===== src/design/ntx_pkg.sv =====
package ntx_pkg;

    // APB register map
    localparam int unsigned ADDR_W = 4;
    localparam int unsigned DATA_W = 32;

    localparam logic [1:0] REG_BASE_UID        = 2'd0;
    localparam logic [1:0] REG_FORGET_INTERVAL = 2'd1;
    localparam logic [1:0] REG_NEAR_THRESHOLD  = 2'd2;

    localparam logic [7:0]  RST_BASE_UID        = 8'd0;
    localparam logic [31:0] RST_FORGET_INTERVAL = 32'd64;
    localparam logic [7:0]  RST_NEAR_THRESHOLD  = 8'd100;

    // word kinds
    localparam logic KIND_TICK = 1'b0;
    localparam logic KIND_MSG  = 1'b1;

    // result status codes
    localparam logic [1:0] ST_UPDATED  = 2'd0;
    localparam logic [1:0] ST_INSERTED = 2'd1;
    localparam logic [1:0] ST_DROPPED  = 2'd2;
    localparam logic [1:0] ST_SWEPT    = 2'd3;

    localparam logic [3:0] CNT_MAX = 4'd15;

    typedef struct packed {
        logic        kind;
        logic [7:0]  sender_uid;
        logic [7:0]  distance_mm;
        logic [31:0] now;
    } in_word_t;

    typedef struct packed {
        logic [1:0] status;
        logic [2:0] slot;
        logic [3:0] neighbor_count;
        logic [7:0] sym_id;
        logic [7:0] distance_now;
        logic [7:0] distance_before;
        logic [3:0] expired_count;
        logic       all_far;
    } out_word_t;

    // classified command handed from front to back
    typedef struct packed {
        logic        kind;
        logic        drop;
        logic [7:0]  uid;
        logic [7:0]  distance;
        logic [7:0]  sym;
        logic [31:0] now;
        logic [31:0] expiry;
    } cmd_t;

    // one table entry as held in the slot memory
    typedef struct packed {
        logic [7:0]  uid;
        logic [7:0]  sym;
        logic [7:0]  distance;
        logic [7:0]  prev;
        logic [31:0] expiry;
    } entry_t;

    localparam int unsigned ENTRY_W = $bits(entry_t);

endpackage


===== src/design/ntx_ram.sv =====
module ntx_ram #(
    parameter int unsigned WIDTH = 64,
    parameter int unsigned DEPTH = 8
) (
    input  logic                                   aclk,
    input  logic                                   we,
    input  logic [(DEPTH > 1 ? $clog2(DEPTH) : 1)-1:0] waddr,
    input  logic [WIDTH-1:0]                       wdata,
    input  logic [(DEPTH > 1 ? $clog2(DEPTH) : 1)-1:0] raddr,
    output logic [WIDTH-1:0]                       rdata
);

    logic [WIDTH-1:0] mem_reg [DEPTH];
    logic [WIDTH-1:0] rdata_reg;

    always_ff @(posedge aclk) begin
        if (we) begin
            mem_reg[waddr] <= wdata;
        end
        rdata_reg <= mem_reg[raddr];
    end

    assign rdata = rdata_reg;

endmodule


===== src/design/ntx_front.sv =====
module ntx_front #(
    parameter int unsigned EMPTY_ID = 255
) (
    input  logic              s_valid,
    output logic              s_ready,
    input  ntx_pkg::in_word_t s_data,
    input  logic [7:0]        base_uid,
    input  logic [31:0]       forget_interval,
    input  logic              q_full,
    output logic              q_push,
    output ntx_pkg::cmd_t     q_cmd
);
    import ntx_pkg::*;

    logic [32:0] exp_sum;

    // saturating expiry: now plus interval, clamp on carry
    assign exp_sum = {1'b0, s_data.now} + {1'b0, forget_interval};

    assign s_ready = !q_full;
    assign q_push  = s_valid && !q_full;

    always_comb begin
        q_cmd          = '0;
        q_cmd.kind     = s_data.kind;
        q_cmd.uid      = s_data.sender_uid;
        q_cmd.distance = s_data.distance_mm;
        q_cmd.now      = s_data.now;
        q_cmd.sym      = s_data.sender_uid - base_uid;
        q_cmd.drop     = (s_data.sender_uid == 8'(EMPTY_ID));
        q_cmd.expiry   = exp_sum[32] ? '1 : exp_sum[31:0];
    end

endmodule


===== src/design/ntx_queue.sv =====
module ntx_queue (
    input  logic          aclk,
    input  logic          aresetn,
    input  logic          push,
    input  ntx_pkg::cmd_t push_cmd,
    output logic          full,
    input  logic          pop,
    output logic          not_empty,
    output ntx_pkg::cmd_t pop_cmd
);
    import ntx_pkg::*;

    cmd_t       mem_reg [2];
    logic       wr_ptr_reg, wr_ptr_next;
    logic       rd_ptr_reg, rd_ptr_next;
    logic [1:0] fill_reg, fill_next;

    assign full      = (fill_reg == 2'd2);
    assign not_empty = (fill_reg != 2'd0);
    assign pop_cmd   = mem_reg[rd_ptr_reg];

    always_comb begin
        wr_ptr_next = push ? !wr_ptr_reg : wr_ptr_reg;
        rd_ptr_next = pop ? !rd_ptr_reg : rd_ptr_reg;
        fill_next   = fill_reg;
        if (push && !pop) begin
            fill_next = fill_reg + 2'd1;
        end else if (pop && !push) begin
            fill_next = fill_reg - 2'd1;
        end
    end

    always_ff @(posedge aclk) begin
        if (!aresetn) begin
            wr_ptr_reg <= 1'b0;
            rd_ptr_reg <= 1'b0;
            fill_reg   <= 2'd0;
        end else begin
            wr_ptr_reg <= wr_ptr_next;
            rd_ptr_reg <= rd_ptr_next;
            fill_reg   <= fill_next;
        end
        if (push) begin
            mem_reg[wr_ptr_reg] <= push_cmd;
        end
    end

endmodule


===== src/design/ntx_back.sv =====
module ntx_back #(
    parameter int unsigned SLOTS = 8
) (
    input  logic               aclk,
    input  logic               aresetn,
    input  logic [7:0]         near_threshold,
    input  logic               q_not_empty,
    input  ntx_pkg::cmd_t      q_cmd,
    output logic               q_pop,
    output logic               m_valid,
    input  logic               m_ready,
    output ntx_pkg::out_word_t m_data
);
    import ntx_pkg::*;

    localparam int unsigned IW = (SLOTS > 1) ? $clog2(SLOTS) : 1;
    localparam int unsigned CW = $clog2(SLOTS + 1);

    typedef enum logic [1:0] {
        S_IDLE,
        S_WALK,
        S_FINISH,
        S_REPORT
    } state_t;

    state_t            state_reg, state_next;
    cmd_t              cmd_reg, cmd_next;
    logic [CW-1:0]     rd_cnt_reg, rd_cnt_next;
    logic [IW-1:0]     chk_idx_reg, chk_idx_next;
    logic [SLOTS-1:0]  occ_reg, occ_next;
    logic [SLOTS-1:0]  near_reg, near_next;
    logic [3:0]        count_reg, count_next;
    logic [3:0]        exp_cnt_reg, exp_cnt_next;
    logic              hit_found_reg, hit_found_next;
    logic [IW-1:0]     hit_idx_reg, hit_idx_next;
    logic [7:0]        hit_dist_reg, hit_dist_next;
    logic [7:0]        hit_prev_reg, hit_prev_next;
    logic              empty_found_reg, empty_found_next;
    logic [IW-1:0]     empty_idx_reg, empty_idx_next;
    out_word_t         res_reg, res_next;
    logic              m_valid_reg, m_valid_next;
    out_word_t         m_data_reg, m_data_next;

    logic              ram_we;
    logic [IW-1:0]     ram_waddr;
    entry_t            ram_wdata;
    logic [IW-1:0]     ram_raddr;
    logic [ENTRY_W-1:0] ram_rdata;
    entry_t            ent;
    logic [IW-1:0]     wr_idx;
    logic [7:0]        old_dist;
    logic [7:0]        old_prev;

    ntx_ram #(
        .WIDTH (ENTRY_W),
        .DEPTH (SLOTS)
    ) u_slots (
        .aclk  (aclk),
        .we    (ram_we),
        .waddr (ram_waddr),
        .wdata (ram_wdata),
        .raddr (ram_raddr),
        .rdata (ram_rdata)
    );

    assign ent = entry_t'(ram_rdata);

    always_comb begin
        state_next       = state_reg;
        cmd_next         = cmd_reg;
        rd_cnt_next      = rd_cnt_reg;
        chk_idx_next     = chk_idx_reg;
        occ_next         = occ_reg;
        near_next        = near_reg;
        count_next       = count_reg;
        exp_cnt_next     = exp_cnt_reg;
        hit_found_next   = hit_found_reg;
        hit_idx_next     = hit_idx_reg;
        hit_dist_next    = hit_dist_reg;
        hit_prev_next    = hit_prev_reg;
        empty_found_next = empty_found_reg;
        empty_idx_next   = empty_idx_reg;
        res_next         = res_reg;
        m_valid_next     = m_valid_reg;
        m_data_next      = m_data_reg;
        q_pop            = 1'b0;
        ram_we           = 1'b0;
        ram_waddr        = '0;
        ram_wdata        = '0;
        ram_raddr        = '0;
        wr_idx           = hit_found_reg ? hit_idx_reg : empty_idx_reg;
        old_dist         = hit_found_reg ? hit_dist_reg : 8'd0;
        old_prev         = hit_found_reg ? hit_prev_reg : 8'd0;

        // drop the output word once taken
        if (m_valid_reg && m_ready) begin
            m_valid_next = 1'b0;
        end

        unique case (state_reg)
            S_IDLE: begin
                if (q_not_empty) begin
                    q_pop            = 1'b1;
                    cmd_next         = q_cmd;
                    ram_raddr        = '0;
                    rd_cnt_next      = CW'(1);
                    chk_idx_next     = '0;
                    hit_found_next   = 1'b0;
                    empty_found_next = 1'b0;
                    exp_cnt_next     = 4'd0;
                    state_next       = S_WALK;
                end
            end

            S_WALK: begin
                near_next[chk_idx_reg] = (ent.distance < near_threshold);
                if (cmd_reg.kind == KIND_MSG) begin
                    if (occ_reg[chk_idx_reg] && ent.uid == cmd_reg.uid && !hit_found_reg) begin
                        hit_found_next = 1'b1;
                        hit_idx_next   = chk_idx_reg;
                        hit_dist_next  = ent.distance;
                        hit_prev_next  = ent.prev;
                    end
                    if (!occ_reg[chk_idx_reg] && !empty_found_reg) begin
                        empty_found_next = 1'b1;
                        empty_idx_next   = chk_idx_reg;
                    end
                end else if (occ_reg[chk_idx_reg] && cmd_reg.now >= ent.expiry) begin
                    // forget this neighbour
                    occ_next[chk_idx_reg] = 1'b0;
                    if (count_reg != 4'd0) begin
                        count_next = count_reg - 4'd1;
                    end
                    if (exp_cnt_reg != CNT_MAX) begin
                        exp_cnt_next = exp_cnt_reg + 4'd1;
                    end
                end
                if (rd_cnt_reg == CW'(SLOTS)) begin
                    state_next = S_FINISH;
                end else begin
                    ram_raddr    = rd_cnt_reg[IW-1:0];
                    chk_idx_next = rd_cnt_reg[IW-1:0];
                    rd_cnt_next  = rd_cnt_reg + CW'(1);
                end
            end

            S_FINISH: begin
                res_next = '0;
                if (cmd_reg.kind == KIND_TICK) begin
                    res_next.status        = ST_SWEPT;
                    res_next.expired_count = exp_cnt_reg;
                end else begin
                    res_next.sym_id = cmd_reg.sym;
                    if (cmd_reg.drop || (!hit_found_reg && !empty_found_reg)) begin
                        res_next.status = ST_DROPPED;
                    end else begin
                        ram_wdata.uid      = cmd_reg.uid;
                        ram_wdata.sym      = cmd_reg.sym;
                        ram_wdata.distance = cmd_reg.distance;
                        ram_wdata.expiry   = cmd_reg.expiry;
                        // first distance seeds both history entries
                        if (old_dist == 8'd0 && old_prev == 8'd0) begin
                            ram_wdata.prev = cmd_reg.distance;
                        end else begin
                            ram_wdata.prev = old_dist;
                        end
                        ram_we               = 1'b1;
                        ram_waddr            = wr_idx;
                        occ_next[wr_idx]     = 1'b1;
                        near_next[wr_idx]    = (cmd_reg.distance < near_threshold);
                        if (!hit_found_reg && count_reg != CNT_MAX) begin
                            count_next = count_reg + 4'd1;
                        end
                        res_next.status          = hit_found_reg ? ST_UPDATED : ST_INSERTED;
                        res_next.slot            = 3'(wr_idx);
                        res_next.distance_now    = cmd_reg.distance;
                        res_next.distance_before = ram_wdata.prev;
                    end
                end
                state_next = S_REPORT;
            end

            S_REPORT: begin
                if (!m_valid_reg || m_ready) begin
                    m_data_next                = res_reg;
                    m_data_next.neighbor_count = count_reg;
                    m_data_next.all_far        = (count_reg == 4'd0) || !(|(occ_reg & near_reg));
                    m_valid_next               = 1'b1;
                    state_next                 = S_IDLE;
                end
            end

            default: begin
                state_next = S_IDLE;
            end
        endcase
    end

    always_ff @(posedge aclk) begin
        if (!aresetn) begin
            state_reg       <= S_IDLE;
            occ_reg         <= '0;
            count_reg       <= 4'd0;
            m_valid_reg     <= 1'b0;
            hit_found_reg   <= 1'b0;
            empty_found_reg <= 1'b0;
            rd_cnt_reg      <= '0;
        end else begin
            state_reg       <= state_next;
            occ_reg         <= occ_next;
            count_reg       <= count_next;
            m_valid_reg     <= m_valid_next;
            hit_found_reg   <= hit_found_next;
            empty_found_reg <= empty_found_next;
            rd_cnt_reg      <= rd_cnt_next;
            cmd_reg         <= cmd_next;
            chk_idx_reg     <= chk_idx_next;
            near_reg        <= near_next;
            exp_cnt_reg     <= exp_cnt_next;
            hit_idx_reg     <= hit_idx_next;
            hit_dist_reg    <= hit_dist_next;
            hit_prev_reg    <= hit_prev_next;
            empty_idx_reg   <= empty_idx_next;
            res_reg         <= res_next;
            m_data_reg      <= m_data_next;
        end
    end

    assign m_valid = m_valid_reg;
    assign m_data  = m_data_reg;

endmodule


===== src/design/neighbor_table_with_expiry.sv =====
// Each accepted word is walked over the slot memory (one read port, one slot examined per
// cycle), then written back (messages only) and reported; the next word leaves the queue
// only once that result is issued, and the report waits while an earlier result is held.
// Two words may wait in the command queue while the walk runs and a result is held.
// Reset (aresetn low, synchronous): every slot empty, neighbour count zero,
// base_uid 0, forget_interval 64, near_threshold 100; queue and output word flushed.
module neighbor_table_with_expiry #(
    parameter int unsigned SLOTS    = 8,
    parameter int unsigned EMPTY_ID = 255
) (
    input  logic                         aclk,
    input  logic                         aresetn,
    // APB configuration port
    input  logic                         psel,
    input  logic                         penable,
    input  logic                         pwrite,
    input  logic [ntx_pkg::ADDR_W-1:0]   paddr,
    input  logic [ntx_pkg::DATA_W-1:0]   pwdata,
    output logic [ntx_pkg::DATA_W-1:0]   prdata,
    output logic                         pready,
    // input words
    input  logic                         s_valid,
    output logic                         s_ready,
    input  ntx_pkg::in_word_t            s_data,
    // result words
    output logic                         m_valid,
    input  logic                         m_ready,
    output ntx_pkg::out_word_t           m_data
);
    import ntx_pkg::*;

    logic [7:0]  base_uid_reg, base_uid_next;
    logic [31:0] forget_interval_reg, forget_interval_next;
    logic [7:0]  near_threshold_reg, near_threshold_next;
    logic [1:0]  reg_idx;
    logic        cfg_write;

    logic        q_full;
    logic        q_push;
    cmd_t        q_push_cmd;
    logic        q_pop;
    logic        q_not_empty;
    cmd_t        q_pop_cmd;

    // Register index is the word address; writes beyond the map are ignored.
    assign reg_idx   = paddr[3:2];
    assign cfg_write = psel && penable && pwrite;
    assign pready    = 1'b1;

    always_comb begin
        base_uid_next        = base_uid_reg;
        forget_interval_next = forget_interval_reg;
        near_threshold_next  = near_threshold_reg;
        prdata               = '0;
        unique case (reg_idx)
            REG_BASE_UID: begin
                prdata = {24'd0, base_uid_reg};
                if (cfg_write) begin
                    base_uid_next = pwdata[7:0];
                end
            end
            REG_FORGET_INTERVAL: begin
                prdata = forget_interval_reg;
                if (cfg_write) begin
                    forget_interval_next = pwdata;
                end
            end
            REG_NEAR_THRESHOLD: begin
                prdata = {24'd0, near_threshold_reg};
                if (cfg_write) begin
                    near_threshold_next = pwdata[7:0];
                end
            end
            default: begin
                prdata = '0;
            end
        endcase
    end

    always_ff @(posedge aclk) begin
        if (!aresetn) begin
            base_uid_reg        <= RST_BASE_UID;
            forget_interval_reg <= RST_FORGET_INTERVAL;
            near_threshold_reg  <= RST_NEAR_THRESHOLD;
        end else begin
            base_uid_reg        <= base_uid_next;
            forget_interval_reg <= forget_interval_next;
            near_threshold_reg  <= near_threshold_next;
        end
    end

    // Front: take the word, form symbolic id and saturated expiry, flag the empty id.
    ntx_front #(
        .EMPTY_ID (EMPTY_ID)
    ) u_front (
        .s_valid         (s_valid),
        .s_ready         (s_ready),
        .s_data          (s_data),
        .base_uid        (base_uid_reg),
        .forget_interval (forget_interval_reg),
        .q_full          (q_full),
        .q_push          (q_push),
        .q_cmd           (q_push_cmd)
    );

    // Two-entry queue: hold classified words while the back end walks the table.
    ntx_queue u_queue (
        .aclk      (aclk),
        .aresetn   (aresetn),
        .push      (q_push),
        .push_cmd  (q_push_cmd),
        .full      (q_full),
        .pop       (q_pop),
        .not_empty (q_not_empty),
        .pop_cmd   (q_pop_cmd)
    );

    // Back: walk every slot, sweep or look up, write back, report.
    ntx_back #(
        .SLOTS (SLOTS)
    ) u_back (
        .aclk           (aclk),
        .aresetn        (aresetn),
        .near_threshold (near_threshold_reg),
        .q_not_empty    (q_not_empty),
        .q_cmd          (q_pop_cmd),
        .q_pop          (q_pop),
        .m_valid        (m_valid),
        .m_ready        (m_ready),
        .m_data         (m_data)
    );

endmodule


===== config.mk =====
export PLATFORM = sky130hd
export DESIGN_NAME = neighbor_table_with_expiry
export DESIGN_NICKNAME = d
export VERILOG_FILES = /design/src/design/ntx_pkg.sv /design/src/design/ntx_ram.sv /design/src/design/ntx_front.sv /design/src/design/ntx_queue.sv /design/src/design/ntx_back.sv /design/src/design/neighbor_table_with_expiry.sv
export SDC_FILE = /design/constraint.sdc
export NUM_CORES = 1
export LEC_CHECK = 0
export BUFFER_PORTS_ARGS = -buffer_cell sky130_fd_sc_hd__buf_2
export CELL_PAD_IN_SITES_DETAIL_PLACEMENT = 1
export CELL_PAD_IN_SITES_GLOBAL_PLACEMENT = 1
export CORE_UTILIZATION = 23
export CTS_CLUSTER_SIZE = 40
export DETAILED_ROUTE_END_ITERATION = 16
export PLACE_DENSITY_LB_ADDON = 0.3
export SKIP_LAST_GASP = 1
export SYNTH_ARGS = -nofsm -noshare
export SYNTH_HDL_FRONTEND = slang
export SYNTH_HIERARCHICAL = 1
export SYNTH_SLANG_ARGS = --single-unit

===== constraint.sdc =====
create_clock -name aclk -period 6.5 [get_ports aclk]
set_input_delay 0 -clock aclk [delete_from_list [all_inputs] [get_ports aclk]]
set_output_delay 0 -clock aclk [all_outputs]
set_load 0.02 [all_outputs]

* After elaboration in Yosys (flattened, before gate mapping) *
Memory sizes are Yosys's and may differ from the RTL's. A register that Yosys moved wholly into a read port is not among the register bits.
Index checks and enable logic that the tools add are counted.

cells by class
  bitwise gates (word level) = 5
  $add $sub $neg = 8
  equality and inequality tests = 25
  magnitude comparators = 7
  muxes and demuxes = 75
  reduce and logical (&&, ||, !) cells = 57

operator list
  cell                   number
  $mux W64               3
  $pmux W32 S3           1
  $mux W8                9
  $mux W4                12
  $add A32 B32 Y33       1
  $ge A32 B32 Y1         1
  $mux W32               1
  $pmux W8 S2            2
  $mux W3                8
  $pmux W4 S2            3
  $reduce_and A4 Y1      6
  $mux W1                22
  $ne A2 B1 Y1 const B   10
  $and A8 B8 Y8          2
  $bwmux W8              2
  $logic_not A8 Y1       2
  $lt A8 B8 Y1           2
  $logic_and A1 B1 Y1    15
  $add A4 B1 Y4 const B  3
  $reduce_and A3 Y1      4
  $logic_not A1 Y1       10
  $mux W2                5
  $eq A2 B2 Y1 const B   4
  $eq A8 B8 Y1           1
  30 further kinds       48

word-level totals
  word-level logic and storage cells = 214
  memories kept = 2
  output and inout bits = 73
  flip-flop bits (word level) = 181
  bits in writable memories = 692
  bits of input ports = 92

memories
  name                    depth  width  rd ports  clocked after memory_dff  wr ports  line             text
  u_back.u_slots.mem_reg  8      64     1         1                         1         ntx_ram.sv:13    logic [WIDTH-1:0] mem_reg [DEPTH];
  u_queue.mem_reg         2      90     1         1                         1         ntx_queue.sv:13  cmd_t mem_reg [2];

* Longest topological paths before layout *
  depth after elaboration = 9
  gate-level depth with buffers = 11
  mapped depth without buffers = 10

* Cells and area by module *
Netlist, hierarchy kept.

modules (own cells, without submodules)
  module                      cells an instance  sequential area each (um2)  area each (um2)  instances
  ntx_ram                     816                16656.0                     20547.2          1
  ntx_back                    716                6366.1                      9634.2           1
  ntx_queue                   302                5505.3                      6749.0           1
  ntx_front                   359                0.0                         2581.2           1
  neighbor_table_with_expiry  258                960.9                       2264.7           1

* Least setup slack after synthesis *
No wires, ideal clock.

  kind = register -> register
  start point = reg u_back/cmd_reg[89] (netlist name)
  end point = mem u_back.u_slots.mem_reg[0][0] (enable)
  buffers on the path = 1
  path slack = 0.214 ns
  required time = 5.935 ns
  clock period less this slack = 6.286 ns
  data arrival time = 5.721 ns
  cell stages (with the launch flop) = 8
  cell sequence = edfxtp_1 > inv_2 > nor3_4 > nand2_2 > inv_2 > clkbuf_1 > nand2b_1 > nor3_1

on the way
  cells in the longest elaborated chain, start to end = 4

ends and longest elaborated chain
  what                           line             text
  start, declared                ntx_back.sv:27   cmd_t cmd_reg, cmd_next;
  start signal, assigned         ntx_back.sv:216  cmd_reg <= cmd_next;
  $mux W1                        ntx_back.sv:149  if (cmd_reg.kind == KIND_TICK) begin
  $mux W1                        ntx_back.sv:100  unique case (state_reg)
  net u_back.ram_we              ntx_back.sv:44   logic ram_we;
  $mux W1                        ntx_ram.sv:17    if (we) begin
  $mux W1 (implied by the code)  ntx_ram.sv:18    mem_reg[waddr] <= wdata;
  end, declared                  ntx_ram.sv:13

The timed path passes the listed nets, and every way through them passes these cells.

* Final worst setup path *
  start point = reg u_back/cmd_reg[89] (netlist name)
  end point = mem u_back.u_slots.mem_reg[14][16] (netlist: u_back/u_slots/mem_reg[7][16]) (enable)

RTL lines
  what                     line             text
  $mux W3                  ntx_back.sv:149
  $mux W3                  ntx_back.sv:100
  net u_back.ram_waddr[0]  ntx_back.sv:45   logic [IW-1:0] ram_waddr;

The timed path passes the listed nets, and every way through them passes these cells.

==> run_results.csv <==
group,metric,value,unit
placed_design,gp_congestion,0.736,
clocking,clk_pin_slew,60,ps
clocking,clk-insertion-delay-late,700,ps
clocking,numCtsBuffers,98,
clocking,postCtsSetupRepairBufs,0,
placed_design,place_hpwl,63.7,mm
logic_synthesis,syn-mean-instance-area,16.7,um^2
worst_setup_path,cp_top_family,"buffers and inverters",
die,ioPinCount,165,
finish,syn_to_final_growth,18.5,%
die,die-area,172000,um^2
clocking,cts.sinks,956,
clocking,clk_path_buf_depth,3,
clocking,cts_tree,"yes",
global_route,grt_antenna_before_repair,7,
global_route,grt_pass1_vias,22280,
finish,design_area,46400,um^2
worst_setup_path,critPathLaunchType,"flip-flop",
worst_setup_path,critPathSlowestCell,"edfxtp_1",
finish,multiInputGateArea,10600,um^2
finish,final_nets,2786,
global_route,grt_max_degree,82,
finish,drive_gt1_share,25.3,%
logic_synthesis,synth_area,39200,um^2
global_route,overflow,0,
timing,tns,0,ps
detailed_routing,wl_per_cell,20.1,um
global_route,grtUsageTotal,11.4,%
detailed_routing,ant_nets,0,
finish,num-fill-cells,17995,
worst_setup_path,slowest_delay,730,ps
timing,clock_skew,29.2,ps
clocking,htreeDepth,3,
timing,setup_viol,0,
logic_synthesis,synth_fp_nets,2537,
power,ir_drop,186,uV
die,core,169000,um^2
placed_design,port-buffer-count,161,
finish,largest_reg_flops,448,
timing,maxSlewHeadroom,24.8,%
power,power.density,319,nW/um^2
worst_setup_path,worst_ep_required_time,6810,ps
global_route,grt_pass1_wl,147,mm
worst_setup_path,crit_fanout,31,
worst_setup_path,crit_arrival,4390,ps
logic_synthesis,syn_inst,2347,
status,status,"finished, final reports clean",
logic_synthesis,yosysWarningCount,6,
die,initial_core_util,23.2,%
clocking,clock-root-buffer,"clkbuf_16",
worst_setup_path,critPathCaptureType,"flip-flop",
timing,post-route-min-period,4080,ps
timing,rsz0062_at_grt,"no",
detailed_routing,finalWirelength,98.4,mm
timing,worst_slew_pin_slew,1120,ps
worst_setup_path,path_buf_inv,4,
worst_setup_path,timing.reg2reg.setup_slack,2420,ps
detailed_routing,viasPerCell,4.15,
min_path,min_path_type,"input port to flip-flop",
placed_design,place_area,42200,um^2
worst_setup_path,crit_type,"flip-flop to flip-flop",
worst_setup_path,path_cells,"inv_2 > nor3_4 > inv_2 > nor3_1 > nand2_1 > nor2_4 > buf_4 > buf_4",
detailed_routing,drt_iter0_drc,947,
timing,hold_violations,0,
timing,fin_crit_sh,62.8,%
detailed_routing,dr.pass1.iters,5,
finish,fin_util,27.4,%
die,fp.dieH,415,um
power,p_leak,16.8,nW
finish,regArea,27400,um^2
die,dieWidth,415,um
run,cap_violations,0,
detailed_routing,vias,20346,
die,rows,151,
timing,maxSlewViolCount,0,
timing,fmax,245,MHz
detailed_routing,drc,0,
[layout by cell type, fill, tap and decap left out, types with 9 or more instances in the layout]
cell and count:
a21o_1 29, a21oi_1 67, and2_1 101, buf_2 160
buf_4 33, bufinv_16 9, clkbuf_1 16, clkbuf_16 100
clkbuf_8 13, clkinv_1 11, clkinv_2 28, dfxtp_1 129
dlygate4sd3_1 98, edfxtp_1 826, ha_1 95, inv_1 66
mux2_2 149, mux2i_1 58, mux4_2 114, nand2_1 169
nand2_2 12, nand2b_1 17, nand3_1 29, nand4_1 17
nor2_1 57, nor2_4 10, nor2b_1 18, nor3_1 10
nor4_1 9, o21ai_0 32, xnor2_1 24, xor2_1 23
[where the power goes]
group	switching, mW	internal, mW
sequential	0.246	7.19
clock	2.41	3.33
combinational	1.00	0.662
total	3.65	11.2
[worst paths after layout]
check	startpoint	to	cells past startpoint
max	u_back/cmd_reg[89]$_DFFE_PP_	u_back/u_slots/mem_reg[7][16]$_DFFE_PP_	8
min reg2reg	u_back/u_slots/rdata[36]$_DFF_P_	u_back/hit_prev_reg[4]$_DFFE_PP_	0
min	s_data[38]	u_queue/mem_reg[1][78]$_DFFE_PP_	2
max reg2reg	u_back/cmd_reg[89]$_DFFE_PP_	u_back/u_slots/mem_reg[7][16]$_DFFE_PP_	8
[routing by layer]
| metal | up-vias | GRT usage, % | share of wire, % |
|---|---|---|---|
| met5 | - | 0 | 0.017 |
| met4 | 2 | 3.77 | 2.4 |
| met3 | 135 | 1.54 | 2.7 |
| met1 | 10521 | 14.1 | 44 |
| li1 | 9396 | - | - |
| met2 | 292 | 20.4 | 51 |
[layout make-up]
| class | instances | area share [%] |
|---|---|---|
| flip-flops and latches | 956 | 59.0 |
| multi-input cells | 1175 | 22.9 |
| well taps | 2218 | 5.98 |
| clock buffers | 129 | 5.90 |
| repair buffers | 293 | 4.46 |
| clock inverters | 55 | 1.19 |
| inverters | 72 | 0.585 |
| diodes | 3 | 0.0162 |
[repair_timing]
item                                   4_1_cts  5_1_grt
endpoints found under the hold margin      228        0
hold buffers                                98        0
gates resized for setup                      0        0
[per-stage QoR]
| step | instances | total power [mW] | hold slack (ps) | setup WS, ps |
|---|---|---|---|---|
| after CTS | 4898 | 15.1 | 5.92 | 2330 |
| after detailed placement | 4616 | 9.23 | 195 | 2350 |
| after global routing | 4901 | 15.4 | 35.1 | 2060 |
| after global placement | 4616 | 9.20 | 191 | 2400 |
| final | 4901 | 14.8 | 62.6 | 2420 |
| after floorplan | 2347 | 8.71 | 118 | 811 |
No activity file was read; power rests on OpenSTA's default activity.
